--- config.mk ---
export PLATFORM = sky130hd
export DESIGN_NAME = ffa_cell
export DESIGN_NICKNAME = d
export VERILOG_FILES = /design/src/rtl/ffa_pkg.sv /design/src/rtl/ffa_cell.sv
export SDC_FILE = /design/constraint.sdc
export NUM_CORES = 1
export LEC_CHECK = 0
export BUFFER_PORTS_ARGS = -buffer_cell sky130_fd_sc_hd__buf_2
export CORE_MARGIN = 8
export CORE_UTILIZATION = 50
export CTS_BUF_LIST = sky130_fd_sc_hd__clkbuf_8
export DETAILED_ROUTE_END_ITERATION = 10
export PLACE_DENSITY_LB_ADDON = 0.1
export SLEW_MARGIN = 40
export SYNTH_ARGS = -nofsm -noshare
export SYNTH_HDL_FRONTEND = slang
export SYNTH_SLANG_ARGS = --single-unit
--- constraint.sdc ---
create_clock -name clock -period 5.4 [get_ports clock]
set_input_delay 0 -clock clock [delete_from_list [all_inputs] [get_ports clock]]
set_output_delay 0 -clock clock [all_outputs]
set_load 0.005 [all_outputs]
--- src/rtl/ffa_pkg.sv ---
// ----------------------------------------------------------------------------
// ffa_pkg
// Shared types and constants for the first-fit block allocator.
// ----------------------------------------------------------------------------
package ffa_pkg;

   localparam int SIZE_W  = 25;
   localparam int SLACK_W = 13;
   localparam int CSR_W   = 25;
   localparam int CSR_IDX_W = 1;

   localparam logic [CSR_IDX_W-1:0] CSR_POOL_SIZE     = 1'd0;
   localparam logic [CSR_IDX_W-1:0] CSR_DEFAULT_SLACK = 1'd1;

   localparam logic KIND_ALLOC = 1'b0;
   localparam logic KIND_FREE  = 1'b1;

   localparam logic [1:0] ST_OK        = 2'd0;
   localparam logic [1:0] ST_ZERO_SIZE = 2'd1;
   localparam logic [1:0] ST_NO_FIT    = 2'd2;
   localparam logic [1:0] ST_NOT_ALLOC = 2'd3;

   // Request fields broadcast to every cell during a scan.
   typedef struct packed {
      logic               kind;
      logic [SIZE_W-1:0]  size;
      logic [SLACK_W-1:0] slack;
      logic               can_split;
   } scan_ctl_type;

   // What a cell reports when the scan token stops at it.
   typedef struct packed {
      logic              hit;
      logic              split;
      logic [SIZE_W-1:0] len;
   } cell_hit_type;

endpackage

--- src/rtl/ffa_cell.sv ---
// ----------------------------------------------------------------------------
// ffa_cell
// One table entry of the allocator with its link of the scan token chain.
// ----------------------------------------------------------------------------
module ffa_cell #(
   parameter int OFFSET_BITS = 24,
   parameter bit FIRST       = 1'b0
) (
   input  logic                          clock,
   input  ffa_pkg::scan_ctl_type         ctl,
   input  logic [OFFSET_BITS-1:0]        off,
   input  logic                          tok_in,
   input  logic                          init,
   input  logic [ffa_pkg::SIZE_W-1:0]    init_len,
   input  logic                          app_we,
   input  logic [OFFSET_BITS-1:0]        app_start,
   input  logic [ffa_pkg::SIZE_W-1:0]    app_len,
   output logic                          tok_out,
   output ffa_pkg::cell_hit_type         hit,
   output logic [OFFSET_BITS-1:0]        hit_start
);
   import ffa_pkg::*;

   logic                   tok_ff;
   logic                   valid_ff;
   logic                   free_ff;
   logic [OFFSET_BITS-1:0] start_ff;
   logic [SIZE_W-1:0]      len_ff;
   logic                   match;
   logic                   split;
   logic [SIZE_W:0]        limit;

   assign limit = {1'b0, ctl.size} + {{(SIZE_W + 1 - SLACK_W){1'b0}}, ctl.slack};
   assign split = (ctl.kind == KIND_ALLOC) && ctl.can_split && ({1'b0, len_ff} > limit);

   always_comb begin
      if (ctl.kind == KIND_ALLOC) begin
         match = tok_ff && valid_ff && free_ff && (len_ff >= ctl.size);
      end else begin
         match = tok_ff && valid_ff && !free_ff && (start_ff == off);
      end
   end

   // The token moves on only past a cell that does not take the request.
   assign tok_out   = tok_ff && !match;
   assign hit.hit   = match;
   assign hit.split = split;
   assign hit.len   = len_ff;
   assign hit_start = start_ff;

   always_ff @(posedge clock) begin
      if (init) begin
         tok_ff   <= 1'b0;
         valid_ff <= FIRST;
         free_ff  <= FIRST;
         start_ff <= '0;
         len_ff   <= init_len;
      end else begin
         tok_ff <= tok_in;
         if (app_we) begin
            valid_ff <= 1'b1;
            free_ff  <= 1'b1;
            start_ff <= app_start;
            len_ff   <= app_len;
         end else if (match) begin
            free_ff <= (ctl.kind == KIND_FREE);
            if (split) begin
               len_ff <= ctl.size;
            end
         end
      end
   end

endmodule

* Word-level counts from Yosys, hierarchy flattened
Cells that the tools add are included.
** Cells by class
- Add/subtract/negate cells :: 1
- $lt $le $gt $ge :: 2
- Equal/unequal tests :: 1
- Mux-type cells :: 7
- Bitwise operators :: 1
- Reduce and logical (&&, ||, !) cells :: 14
** Operator list (number)
- 2-to-1 mux 25 bit :: 4
- adder 25 x 13 -> 26 bit :: 1
- greater-than comparator 25 x 26 -> 1 bit :: 1
- greater-or-equal comparator 25 bit :: 1
- == test 24 bit :: 1
- logical AND 1 bit :: 8
- nonzero test 3 bit :: 2
- 2-to-1 mux 1 bit :: 3
- logical NOT 1 bit :: 2
- AND reduction 2 bit :: 1
- nonzero test 2 bit :: 1
- inverter 1 bit :: 1
** Storage, ports and cells
- Bits in registers :: 52
- Bits of input ports :: 142

* Longest topological paths before layout
Gate-level depths: netlist of run 1.
- Depth after elaboration :: 7
- Gate-level depth with buffers :: 17
- Mapped depth without buffers :: 16

* Worst setup path before layout of run 1
OpenSTA, ideal clock, no wires.
- Path kind :: input to register
- Start :: input port ctl[1] (netlist bit)
- End :: register len_ff[0] (enable)
- Library setup time :: 391 ps
- Arrival time :: 3446 ps
- Slack :: 1564 ps
- Cell stages on the path :: 16
- Path buffers :: 0
- Path through :: ha_1 inv_1 fa_1 nor2b_1 o21a_1 o21a_1 o21ai_0 a2111oi_0 nor3_1 ha_1 nand3_1 nor4_1 o211ai_1 nand4_1 nand3b_1 a21oi_2
** Between the ends
- Longest elaborated chain between the ends :: 5
** Ends and longest elaborated chain
- start, declared :: RTL line ffa_cell.sv:10 : input ffa_pkg::scan_ctl_type ctl,
- adder 25 x 13 -> 26 bit :: RTL line ffa_cell.sv:33 : assign limit = {1'b0, ctl.size} + {{(SIZE_W + 1 - SLACK_W){1'b0}}, ctl.slack};
- greater-than comparator 25 x 26 -> 1 bit :: RTL line ffa_cell.sv:34 : assign split = (ctl.kind == KIND_ALLOC) && ctl.can_split && ({1'b0, len_ff} > limit);
- logical AND 1 bit :: RTL line ffa_cell.sv:34
- nonzero test 3 bit (no source line)
- AND reduction 2 bit (no source line)
- end signal, assigned :: RTL line ffa_cell.sv:57 : len_ff <= init_len;
- end signal, assigned :: RTL line ffa_cell.sv:64 : len_ff <= app_len;
- end signal, assigned :: RTL line ffa_cell.sv:68 : len_ff <= ctl.size;
- end, declared :: RTL line ffa_cell.sv:28 : logic [SIZE_W-1:0] len_ff;
No other way between the ends.
A chain may end at the register's enable or synchronous reset.

* Worst setup path after layout of run 1
- Start :: input port ctl[14] (netlist bit)
- End :: register len_ff[13] (enable)
** Between the ends
- Longest elaborated chain between the ends :: 5
- Elaborated cells between the ends (all ways) :: 9
- Classes of those cells :: add/sub (1); order compare (2); mux (1); reduce/logical (5)
** Ends and longest elaborated chain (RTL line)
- adder 25 x 13 -> 26 bit / greater-or-equal comparator 25 bit (equally long branches) :: ffa_cell.sv:33, ffa_cell.sv:38
- greater-than comparator 25 x 26 -> 1 bit / logical AND 1 bit (equally long branches) :: ffa_cell.sv:34, ffa_cell.sv:38
- logical AND 1 bit / 2-to-1 mux 1 bit (equally long branches) :: ffa_cell.sv:34, ffa_cell.sv:37
- nonzero test 3 bit (no source line)
- AND reduction 2 bit (no source line) (*)
Every way passes the cells marked *; elsewhere a longest branch is shown, timed or not.

==> metrics.yaml, run 1 <==
hold_start: "init_len[0]"
cts.clk_slew.worst_paths_ns: 0.11
grt_pass1_wl_um: 24300
tritoncts: "done"
ant_nets: 0
crit_path_max_fanout: 15
ys_seq_area_share_pct: 27.9
setup_ws_ns: 1.81
vdd_drop_max_mv: 0.109
holdPathStages: 3
ys_seq_elements: 52
syn_area_um2: 4630
die_height_um: 112
area_growth_pct: 35.6
worst_ep_arrival_time_ns: 3.59
required_ns: 5.40
pwr-share-clk_pct: 20.8
ys_top_cells_by_area: "ha_1, edfxtp_1, dfxtp_1, mux2i_1, xor2_1"
drtIter0Drc: 225
period_needed_ns: 3.59
synthArstFlopShare_pct: 0
switching_share_pct: 35.2
holdPathEnd: "len_ff[0]$_DFFE_PP_"
hold_ws_ns: 0.00782
clock_path_buffers: 2
powerDensity_nw_per_um2: 190
tns_ns: 0
startpoint_type: "input pin"
comb_power_share_pct: 38.9
antenna_found_initial: 1
maxCapViolations: 0
gp_congestion: 0.884
run_status: "finished, final reports clean"
num_vias: 4859
synthDistinctLibCells: 54
p_switching_mw: 0.421
rsz0062_at_grt: "no"
clock-sinks: 52
drc: 0
tightest_slew_ns: 0.738
synth_area_leader_cell: "ha_1"
grt_pass1_vias: 5121
hold_viol: 0
timing.rr.end: "len_ff[13]$_DFFE_PP_"
fp-row-count: 35
p_int_mw: 0.775
hp-class: "in2reg"
grt-ovfl-total: 0
r2r-start: "len_ff[24]$_DFFE_PP_"
wl_per_cell_um: 17.4
fp.dieW_um: 112
ys.flop_type: "dfxtp_1"
pre_cts_ws_ns: 1.49
synth.avg_cell_area_um2: 8.83
cts-root-buf: "clkbuf_8"
nets: 967
post-route-period-util_pct: 66.5
power.leakage_nw: 3.11
core_area_um2: 9110
max_slew_margin_pct: 50.8
drive_gt1_share_pct: 28.1
pin_count: 194
synth_edf_count: 25
start_util_pct: 50.9
cts_setup_buffers: 0
syn_inst: 525
drv_slew: 0
ys.warnings.count: 0
port-buffer-count: 193
power_frac_seq_pct: 40.3
drt_first_pass_iters: 4
synth_top_cell_area_share_pct: 17.0
cts_htree_levels: 2
setup_viol: 0
grt_max_degree: 80
fin_cells: 874
criticalPathCategory: "in2reg"
cp-end-kind: "flip-flop"
yosysMostFrequentCell: "ha_1"
clk_latency_ns: 0.32
synth_commonest_cells: "ha_1, mux2i_1, nand2_1, nor2_1, o21ai_0"
cts_buffers: 5
dp_hpwl_um: 12000
reg2reg_slack_ns: 2.65
max_freq_mhz: 279
syn_nets: 731
reg2regPathDepth: 7
dieArea_um2: 12600
drt_wl_total_um: 15200
placed_cells: 816
skew_ns: 0.0151
gr-usage-all-layers_pct: 23.3
routed_via_density: 5.56
-- worst max path at each step --
stage / start / end / cells after the start
2_1_floorplan: ctl[1] / len_ff[0]$_DFFE_PP_ / 16
3_3_place_gp: ctl[14] / len_ff[3]$_DFFE_PP_ / 18
3_5_place_dp: ctl[14] / len_ff[3]$_DFFE_PP_ / 18
4_1_cts: ctl[14] / len_ff[9]$_DFFE_PP_ / 18
5_1_grt: ctl[14] / len_ff[9]$_DFFE_PP_ / 18
6_report: ctl[14] / len_ff[13]$_DFFE_PP_ / 18
-- logic make-up after synthesis --
kind of cell / count (synthesis) / synth area share, %
simple gates: 158 / 16.9
compound gates: 113 / 15.1
fa+ha+maj: 64 / 17.4
flops: 52 / 27.9
mux: 49 / 10.6
buf+inv: 45 / 3.83
xor+xnor: 44 / 8.32
-- placed cells by master, fill, tap and decap left out, drive strengths merged, types with 15 or more instances in the layout --
| master | count |
|---|---|
| ha | 63 |
| nor3 | 15 |
| inv | 31 |
| o21ai | 43 |
| dlygate4sd3 | 49 |
| mux2i | 49 |
| xor2 | 28 |
| xnor2 | 16 |
| nand2 | 42 |
| nor2 | 41 |
| a21oi | 32 |
| dfxtp | 27 |
| nand4 | 15 |
| buf | 197 |
| edfxtp | 25 |
-- layout make-up --
| cell class | instances | area, um2 |
|---|---|---|
| inverter | 28 | 105 |
| clock buffer | 5 | 68.8 |
| timing repair buffer | 246 | 1490 |
| tap | 111 | 139 |
| fill | 757 | 2820 |
| clock inverter | 3 | 23.8 |
| sequential | 52 | 1290 |
| multi-input combinational | 428 | 3170 |
| antenna | 1 | 2.50 |
-- what timing repair did --
action	in CTS	in global routing
resized for setup	0	0
endpoints found under the hold margin	49	0
hold buffers	49	0
-- layer usage --
metal  track usage [%]  wire length (um)  part of all wire [%]  up-vias
li1                  -                 -                     -     2386
met1              25.0              6130                    40     2253
met2              42.5              7540                    49      186
met3              6.55              1160                   7.6       34
met4              8.36               420                   2.8        0
met5                 0                 0                     0        -
-- power by group through the flow --
stage	registers (mW)	clock network, mW	logic, mW
after global routing	0.486	0.267	0.521
final	0.482	0.249	0.465
after CTS	0.483	0.257	0.464
after global placement	0.491	0	0.420
after floorplan	0.485	0	0.267
after detailed placement	0.491	0	0.434
-- stage by stage --
step                      power (mW)  instance area (um2)  utilization (%)
final                           1.20                 6290             69.0
after global routing            1.27                 6290             69.0
after CTS                       1.20                 6280             68.9
after detailed placement       0.925                 5700             62.5
after global placement         0.911                 5700             62.5
after floorplan                0.752                 4630                -
-- sequential cells by signal (all words and copies together), names as in the netlist --
signal and flops:
tok_ff 1, len_ff 25, free_ff 1, valid_ff 1, hit_start 24
-- worst max-delay path, stage by stage --
cell and delay (ns):
buf_2 0.11, ha_1 0.20, inv_1 0.07, fa_1 0.40, nor2b_1 0.13, o21a_1 0.13, o21a_1 0.23, o21ai_0 0.21
a2111oi_0 0.42, nor3_1 0.11, ha_1 0.30, nand3_1 0.12, nor4_1 0.34, o211ai_1 0.15, nand4_1 0.12, nand3b_1 0.12
a21oi_2 0.16, buf_4 0.28
Note: power is estimated with default switching activity, not from simulation.
==> inputs of run 2 (changes only) <==
--- a/config.mk
+++ b/config.mk
@@ -7,7 +7,7 @@
 export LEC_CHECK = 0
 export BUFFER_PORTS_ARGS = -buffer_cell sky130_fd_sc_hd__buf_2
 export CORE_MARGIN = 8
-export CORE_UTILIZATION = 50
+export CORE_UTILIZATION = 46
 export CTS_BUF_LIST = sky130_fd_sc_hd__clkbuf_8
 export DETAILED_ROUTE_END_ITERATION = 10
 export PLACE_DENSITY_LB_ADDON = 0.1
==> constraint.sdc (replaced) <==
create_clock -name clock -period 2.9 [get_ports clock]
set_input_delay 0 -clock clock [delete_from_list [all_inputs] [get_ports clock]]
set_output_delay 0 -clock clock [all_outputs]
set_load 0.005 [all_outputs]
==> run 2 against run 1 <==
Compared with the run above:
- the flow now finishes with violations (negative setup slack)
- utilization is 1.9 points higher
- cell area increased by 10%
- total power is 96% higher
- cell count up 8.7%
- global-route usage is 0.95 points higher
- clock skew down 0.0072 ns
- non-clock buffer count up 54
- worst setup slack worse by 2.1 ns
- die area up 7.4%
- critical path depth rose by 1
==> metrics.yaml, run 2 (synthesis gave the netlist of run 1 again) <==
run_status: "complete, but fails checks"
violations: "negative setup slack"
cts-root-buf: "clkbuf_8"
fin_util_pct: 70.9  # +1.9 points
period_needed_ns: 3.17
powerDensity_nw_per_um2: 338  # +78%
dp_hpwl_um: 12900  # +7.6%
cts_buffers: 5  # unchanged
port-buffer-count: 193  # unchanged
drt_first_pass_iters: 4  # unchanged
die_height_um: 116  # +3.7%
routed_via_density: 5.36  # -3.5%
hp-class: "in2reg"
antenna_found_initial: 1  # unchanged
clk_latency_ns: 0.31  # about the same
dieArea_um2: 13500  # +7.4%
hold_viol: 0  # unchanged
clock_path_buffers: 2  # unchanged
drc: 0  # unchanged
fp.dieW_um: 116  # +3.7%
clock-sinks: 52  # unchanged
hold_ws_ns: 0.0137  # +0.00591 ns
vdd_drop_max_mv: 0.340  # +210%
startpoint_type: "input pin"
ant_nets: 0  # unchanged
cp-end-kind: "flip-flop"
finalPower_mw: 2.34  # +96%
crit_path_max_fanout: 8  # -7
wl_per_cell_um: 17.6  # +0.82%
rsz0062_at_grt: "yes"
reg2reg_slack_ns: 0.21  # -2.44 ns
grt_pass1_vias: 5512  # +7.6%
grt-ovfl-total: 0  # unchanged
start_util_pct: 47.4  # -3.5 points
area_growth_pct: 49.5
skew_ns: 0.00795  # -0.00716 ns
drtIter0Drc: 216  # -4.0%
setup.worst_path.start: "ctl[14]"
post-route-period-util_pct: 109
gr-usage-all-layers_pct: 24.2  # +0.95 points
setup_viol: 26  # +26
worst_ep_arrival_time_ns: 3.19  # -0.40 ns
mostFrequentLayoutCells: "buf_2, ha_1, buf_4"
cts.clk_slew.worst_paths_ns: 0.09  # -0.02 ns
gp_congestion: 0.867  # -1.9%
fin_cells: 950  # +8.7%
reg2regPathDepth: 7  # unchanged
nets: 1021  # +5.6%
criticalPathCategory: "in2reg"
final_common_cell: "buf_2"
fillers: 803  # +6.1%
drive_gt1_share_pct: 37.1  # +9.0 points
regMostFlops: "len_ff"
placed_cells: 889  # +8.9%
max_slew_margin_pct: 53.3  # +2.5 points
power.leakage_nw: 3.43  # +10%
grt_max_degree: 78  # -2.5%
setup_ws_ns: -0.265  # -2.07 ns
fp-row-count: 36  # +2.9%
timing.rr.end: "len_ff[22]$_DFFE_PP_"
max_freq_mhz: 316
num_vias: 5095  # +4.9%
pin_count: 194  # unchanged
maxCapViolations: 0  # unchanged
drt_wl_total_um: 16700  # +9.6%
drv_slew: 0  # unchanged
required_ns: 2.93  # -2.47 ns
tritoncts: "done"
holdPathStages: 3  # unchanged
cts_htree_levels: 2  # unchanged
grt_pass1_wl_um: 26100  # +7.8%
largest_register_ffs: 25  # unchanged
r2r-start: "len_ff[24]$_DFFE_PP_"
core_area_um2: 9770  # +7.3%
tightest_slew_ns: 0.701  # -0.0369 ns
crit_end: "len_ff[22]$_DFFE_PP_"
-- run 2: cell count changes in the layout (fill, tap and decap cells not counted), moves of 3 or more --
cell | previous run | this run
a21oi_1 | 31 | 27
a21oi_2 | 1 | 4
buf_4 | 3 | 60
buf_6 | 1 | 6
dlygate4sd3_1 | 49 | 42
nor3_1 | 15 | 10
nor3_2 | 0 | 4
o21ai_0 | 41 | 38
-- run 2: power breakdown --
group          total (mW)  internal, mW  switching [mW]
logic                1.02         0.515           0.506
clock network       0.421         0.169           0.252
registers           0.901         0.839          0.0616
total                2.34          1.52           0.820
-- run 2: per-layer routing --
layer | routed length [um] | GRT usage, % | vias up | part of all wire, %
met3 | 1260 | 5.53 | 30 | 7.5
met4 | 363 | 7.52 | 0 | 2.2
met1 | 6610 | 27.5 | 2398 | 40
met2 | 8480 | 43.9 | 172 | 51
li1 | - | - | 2495 | -
met5 | 0 | 0 | - | 0
-- run 2: stage by stage --
stage                     area (um2)  setup TNS [ns]  worst slack, ns
after floorplan                 4680          -10.91           -0.437
after global placement          6160          -14.15           -0.572
after detailed placement        6160          -16.82           -0.677
after CTS                       6870           -3.30           -0.142
after global routing            6930          -11.59           -0.463
final                           6930           -6.59           -0.265
-- run 2: layout make-up --
cell class                      instances  area, um2  area share [%]
Antenna cell                            1       2.50          0.0361
Clock buffer                            5       68.8           0.993
Clock inverter                          3       20.0           0.289
Inverter                               28        105            1.52
Multi-Input combinational cell        428       3360            48.6
Sequential cell                        52       1290            18.6
Tap cell                              133        166            2.40
Timing Repair Buffer                  300       1910            27.6
-- run 2: timing repair --
item / in CTS / in global routing
pin swaps: 25 / 4
buffers inserted: 6 / 3
endpoints found under the hold margin: 42 / 0
hold buffers: 42 / 0
setup endpoints to repair: 26 / 26
cloned: 1 / 0
gates resized for setup: 29 / 9
-- run 2: critical path: stages --
cell,delay (ns)
buf_8,0.10
ha_4,0.15
inv_2,0.05
fa_2,0.21
nor2b_2,0.05
o21a_1,0.18
o21a_2,0.22
buf_6,0.13
o21ai_4,0.20
a21oi_2,0.09
xnor2_1,0.13
ha_1,0.30
nand4_1,0.18
nor4_4,0.30
o211ai_1,0.15
nand4_1,0.12
nand3b_1,0.16
a21oi_4,0.28
buf_6,0.18
-- run 2: how the worst min path moves through the flow --
stage	start	end
4_1_cts	init_len[24]	len_ff[24]$_DFFE_PP_
3_3_place_gp	tok_in	tok_ff$_SDFF_PP0_
5_1_grt	init_len[4]	len_ff[4]$_DFFE_PP_
2_1_floorplan	tok_in	tok_ff$_SDFF_PP0_
3_5_place_dp	tok_in	tok_ff$_SDFF_PP0_
6_report	init_len[24]	len_ff[24]$_DFFE_PP_
==> inputs of run 3 (changes only) <==
--- a/config.mk
+++ b/config.mk
@@ -7,7 +7,7 @@
 export LEC_CHECK = 0
 export BUFFER_PORTS_ARGS = -buffer_cell sky130_fd_sc_hd__buf_2
 export CORE_MARGIN = 8
-export CORE_UTILIZATION = 46
+export CORE_UTILIZATION = 50
 export CTS_BUF_LIST = sky130_fd_sc_hd__clkbuf_8
 export DETAILED_ROUTE_END_ITERATION = 10
 export PLACE_DENSITY_LB_ADDON = 0.1
==> constraint.sdc (replaced) <==
create_clock -name clock -period 3.08 [get_ports clock]
set_input_delay 0 -clock clock [delete_from_list [all_inputs] [get_ports clock]]
set_output_delay 0 -clock clock [all_outputs]
set_load 0.005 [all_outputs]
==> run 3 against run 2 <==
Compared with the run above:
- the flow still finishes with violations (negative setup slack)
- clock skew shrank 0.0011 ns
- die area shrank 6.9%
- count of clock-buffer cells in the layout is the same
- critical path type unchanged
- routed wire length shrank 1.5%
- critical path depth grew 1
- worst setup slack gained 0.22 ns
- sequential power shrank 6.0%
- utilization grew 4.5 points
- cell area shrank 0.94%
- combinational power shrank 7%
- total power shrank 2.4%
==> metrics.yaml, run 3 (synthesis gave the netlist of run 1 again) <==
run_status: "complete, but fails checks"
violations: "negative setup slack"
maxCapViolations: 0  # unchanged
largest_register_ffs: 25  # unchanged
drt_first_pass_iters: 4  # unchanged
pin_count: 194  # unchanged
grt_pass1_vias: 5564  # +0.94%
fin_util_pct: 75.3  # +4.5 points
post-route-period-util_pct: 101
wl_per_cell_um: 17.8  # +1.2%
tritoncts: "done"
drtIter0Drc: 311  # +44%
pre_cts_ws_ns: -0.447  # +0.229 ns
drive_gt1_share_pct: 35.7  # -1.5 points
setup.worst_path.start: "ctl[14]"
placed_cells: 862  # -3.0%
rsz0062_at_grt: "yes"
p_int_mw: 1.52  # -0.45%
timing.rr.end: "len_ff[15]$_DFFE_PP_"
worst_ep_arrival_time_ns: 3.16  # -0.03 ns
finalPower_mw: 2.29  # -2.4%
gp_congestion: 0.894  # +3.1%
grt_max_degree: 78  # unchanged
core_area_um2: 9110  # -6.8%
cts_htree_levels: 2  # unchanged
crit_path_max_fanout: 8  # unchanged
grt-ovfl-total: 0  # unchanged
cts_buffers: 5  # unchanged
pwr-share-clk_pct: 21.4  # +3.4 points
vdd_drop_max_mv: 0.245  # -28%
fp-row-count: 35  # -2.8%
power_frac_seq_pct: 37.0  # -1.4 points
tns_ns: -0.431  # +6.16 ns
drt_wl_total_um: 16500  # -1.5%
fp.dieW_um: 112  # -3.5%
comb_power_share_pct: 41.6  # -2.0 points
cp-end-kind: "flip-flop"
hold_viol: 0  # unchanged
drv_slew: 0  # unchanged
clk_latency_ns: 0.31  # about the same
max_freq_mhz: 320
placed_area_um2: 6100  # -0.85%
switching_share_pct: 33.7  # -1.3 points
period_needed_ns: 3.12
cts-root-buf: "clkbuf_8"
clock-sinks: 52  # unchanged
p_switching_mw: 0.770  # -6.0%
mostFrequentLayoutCells: "buf_2, ha_1, buf_4"
fin_cells: 925  # -2.6%
area_growth_pct: 48.1
antenna_found_initial: 1  # unchanged
die_height_um: 112  # -3.5%
dp_hpwl_um: 12500  # -2.6%
finalInstanceArea_um2: 6860  # -0.94%
gr-usage-all-layers_pct: 25.6  # +1.3 points
setup_viol: 11  # -58%
startpoint_type: "input pin"
cts.clk_slew.worst_paths_ns: 0.10  # about the same
ant_nets: 0  # unchanged
required_ns: 3.12  # +0.19 ns
nets: 1018  # -0.29%
max_slew_margin_pct: 43.1  # -10 points
num_vias: 5114  # +0.37%
hold_ws_ns: 0.000353  # -0.0134 ns
powerDensity_nw_per_um2: 333  # -1.5%
hp-class: "in2reg"
start_util_pct: 50.9  # +3.5 points
grt_pass1_wl_um: 26800  # +2.5%
skew_ns: 0.00682  # -0.00113 ns
dieArea_um2: 12600  # -6.9%
port-buffer-count: 193  # unchanged
drc: 0  # unchanged
crit_end: "len_ff[15]$_DFFE_PP_"
reg2regPathDepth: 8  # +1
tightest_slew_ns: 0.854  # +0.153 ns
criticalPathCategory: "in2reg"
clock_path_buffers: 2  # unchanged
final_common_cell: "buf_2"
routed_via_density: 5.53  # +3.1%
setup_ws_ns: -0.0417  # +0.223 ns
r2r-start: "len_ff[24]$_DFFE_PP_"
regMostFlops: "len_ff"
reg2reg_slack_ns: 0.35  # +0.14 ns
power.leakage_nw: 3.41  # -0.60%
==> run 3: cell types whose count changed in the layout (fill, tap and decap cells not counted), moves of 2 or more <==
cell           before  now
nor3_1             10   12
buf_4              60   53
o21ai_0            38   40
o21ai_1             3    1
nor2b_1             5    7
dlygate4sd3_1      42   46
==> run 3: how the worst min path moves through the flow <==
stage,end,slack [ns],depth (start not counted),start
after detailed placement,tok_ff$_SDFF_PP0_,0.24,2,tok_in
after floorplan,tok_ff$_SDFF_PP0_,0.13,1,tok_in
after global placement,tok_ff$_SDFF_PP0_,0.22,2,tok_in
after CTS,len_ff[21]$_DFFE_PP_,0.004,3,init_len[21]
after global routing,len_ff[4]$_DFFE_PP_,0.009,3,init_len[4]
final,len_ff[11]$_DFFE_PP_,0.0004,3,init_len[11]
==> run 3: cell type report <==
class	instances	area (um2)
antenna	1	2.50
multi-input combinational	428	3310
inverter	28	105
tap	111	139
sequential	52	1290
clock inverter	3	42.5
timing repair buffer	297	1900
clock buffer	5	68.8
fill	669	2250
==> run 3: routing by layer <==
metal / wire length (um) / share of wire [%] / global-route usage [%] / vias up
li1: - / - / - / 2494
met1: 6500 / 39 / 28.5 / 2391
met2: 8170 / 50 / 45.2 / 181
met3: 1230 / 7.5 / 6.92 / 48
met4: 556 / 3.4 / 10.1 / 0
met5: 0 / 0 / 0 / -
==> run 3: power by group through the flow <==
stage | Sequential, mW | Clock (mW) | Combinational [mW]
after global placement | 0.860 | 0 | 0.820
after CTS | 0.845 | 0.488 | 0.931
after detailed placement | 0.860 | 0 | 0.843
after floorplan | 0.850 | 0 | 0.480
final | 0.847 | 0.490 | 0.950
after global routing | 0.852 | 0.510 | 1.06
==> run 3: what timing repair did <==
action / CTS / global route
hold endpoints to repair: 46 / 0
hold buffers: 46 / 0
gates cloned: 1 / 0
gates resized for setup: 20 / 5
setup endpoints to repair: 26 / 26
buffers inserted: 7 / 2
pin swaps: 20 / 4
==> run 3: worst max-delay path, stage by stage <==
cell and delay [ns]:
buf_6 0.10, ha_4 0.15, inv_2 0.04, fa_2 0.19, nor2b_1 0.05, o21a_1 0.19, o21a_4 0.22, buf_6 0.12
o21ai_4 0.23, a21oi_2 0.10, xnor2_1 0.13, ha_1 0.30, nand4_1 0.17, nor4_4 0.31, o211ai_1 0.13, nand4_1 0.11
nand3b_1 0.16, a21oi_4 0.20, buf_6 0.13, buf_12 0.12
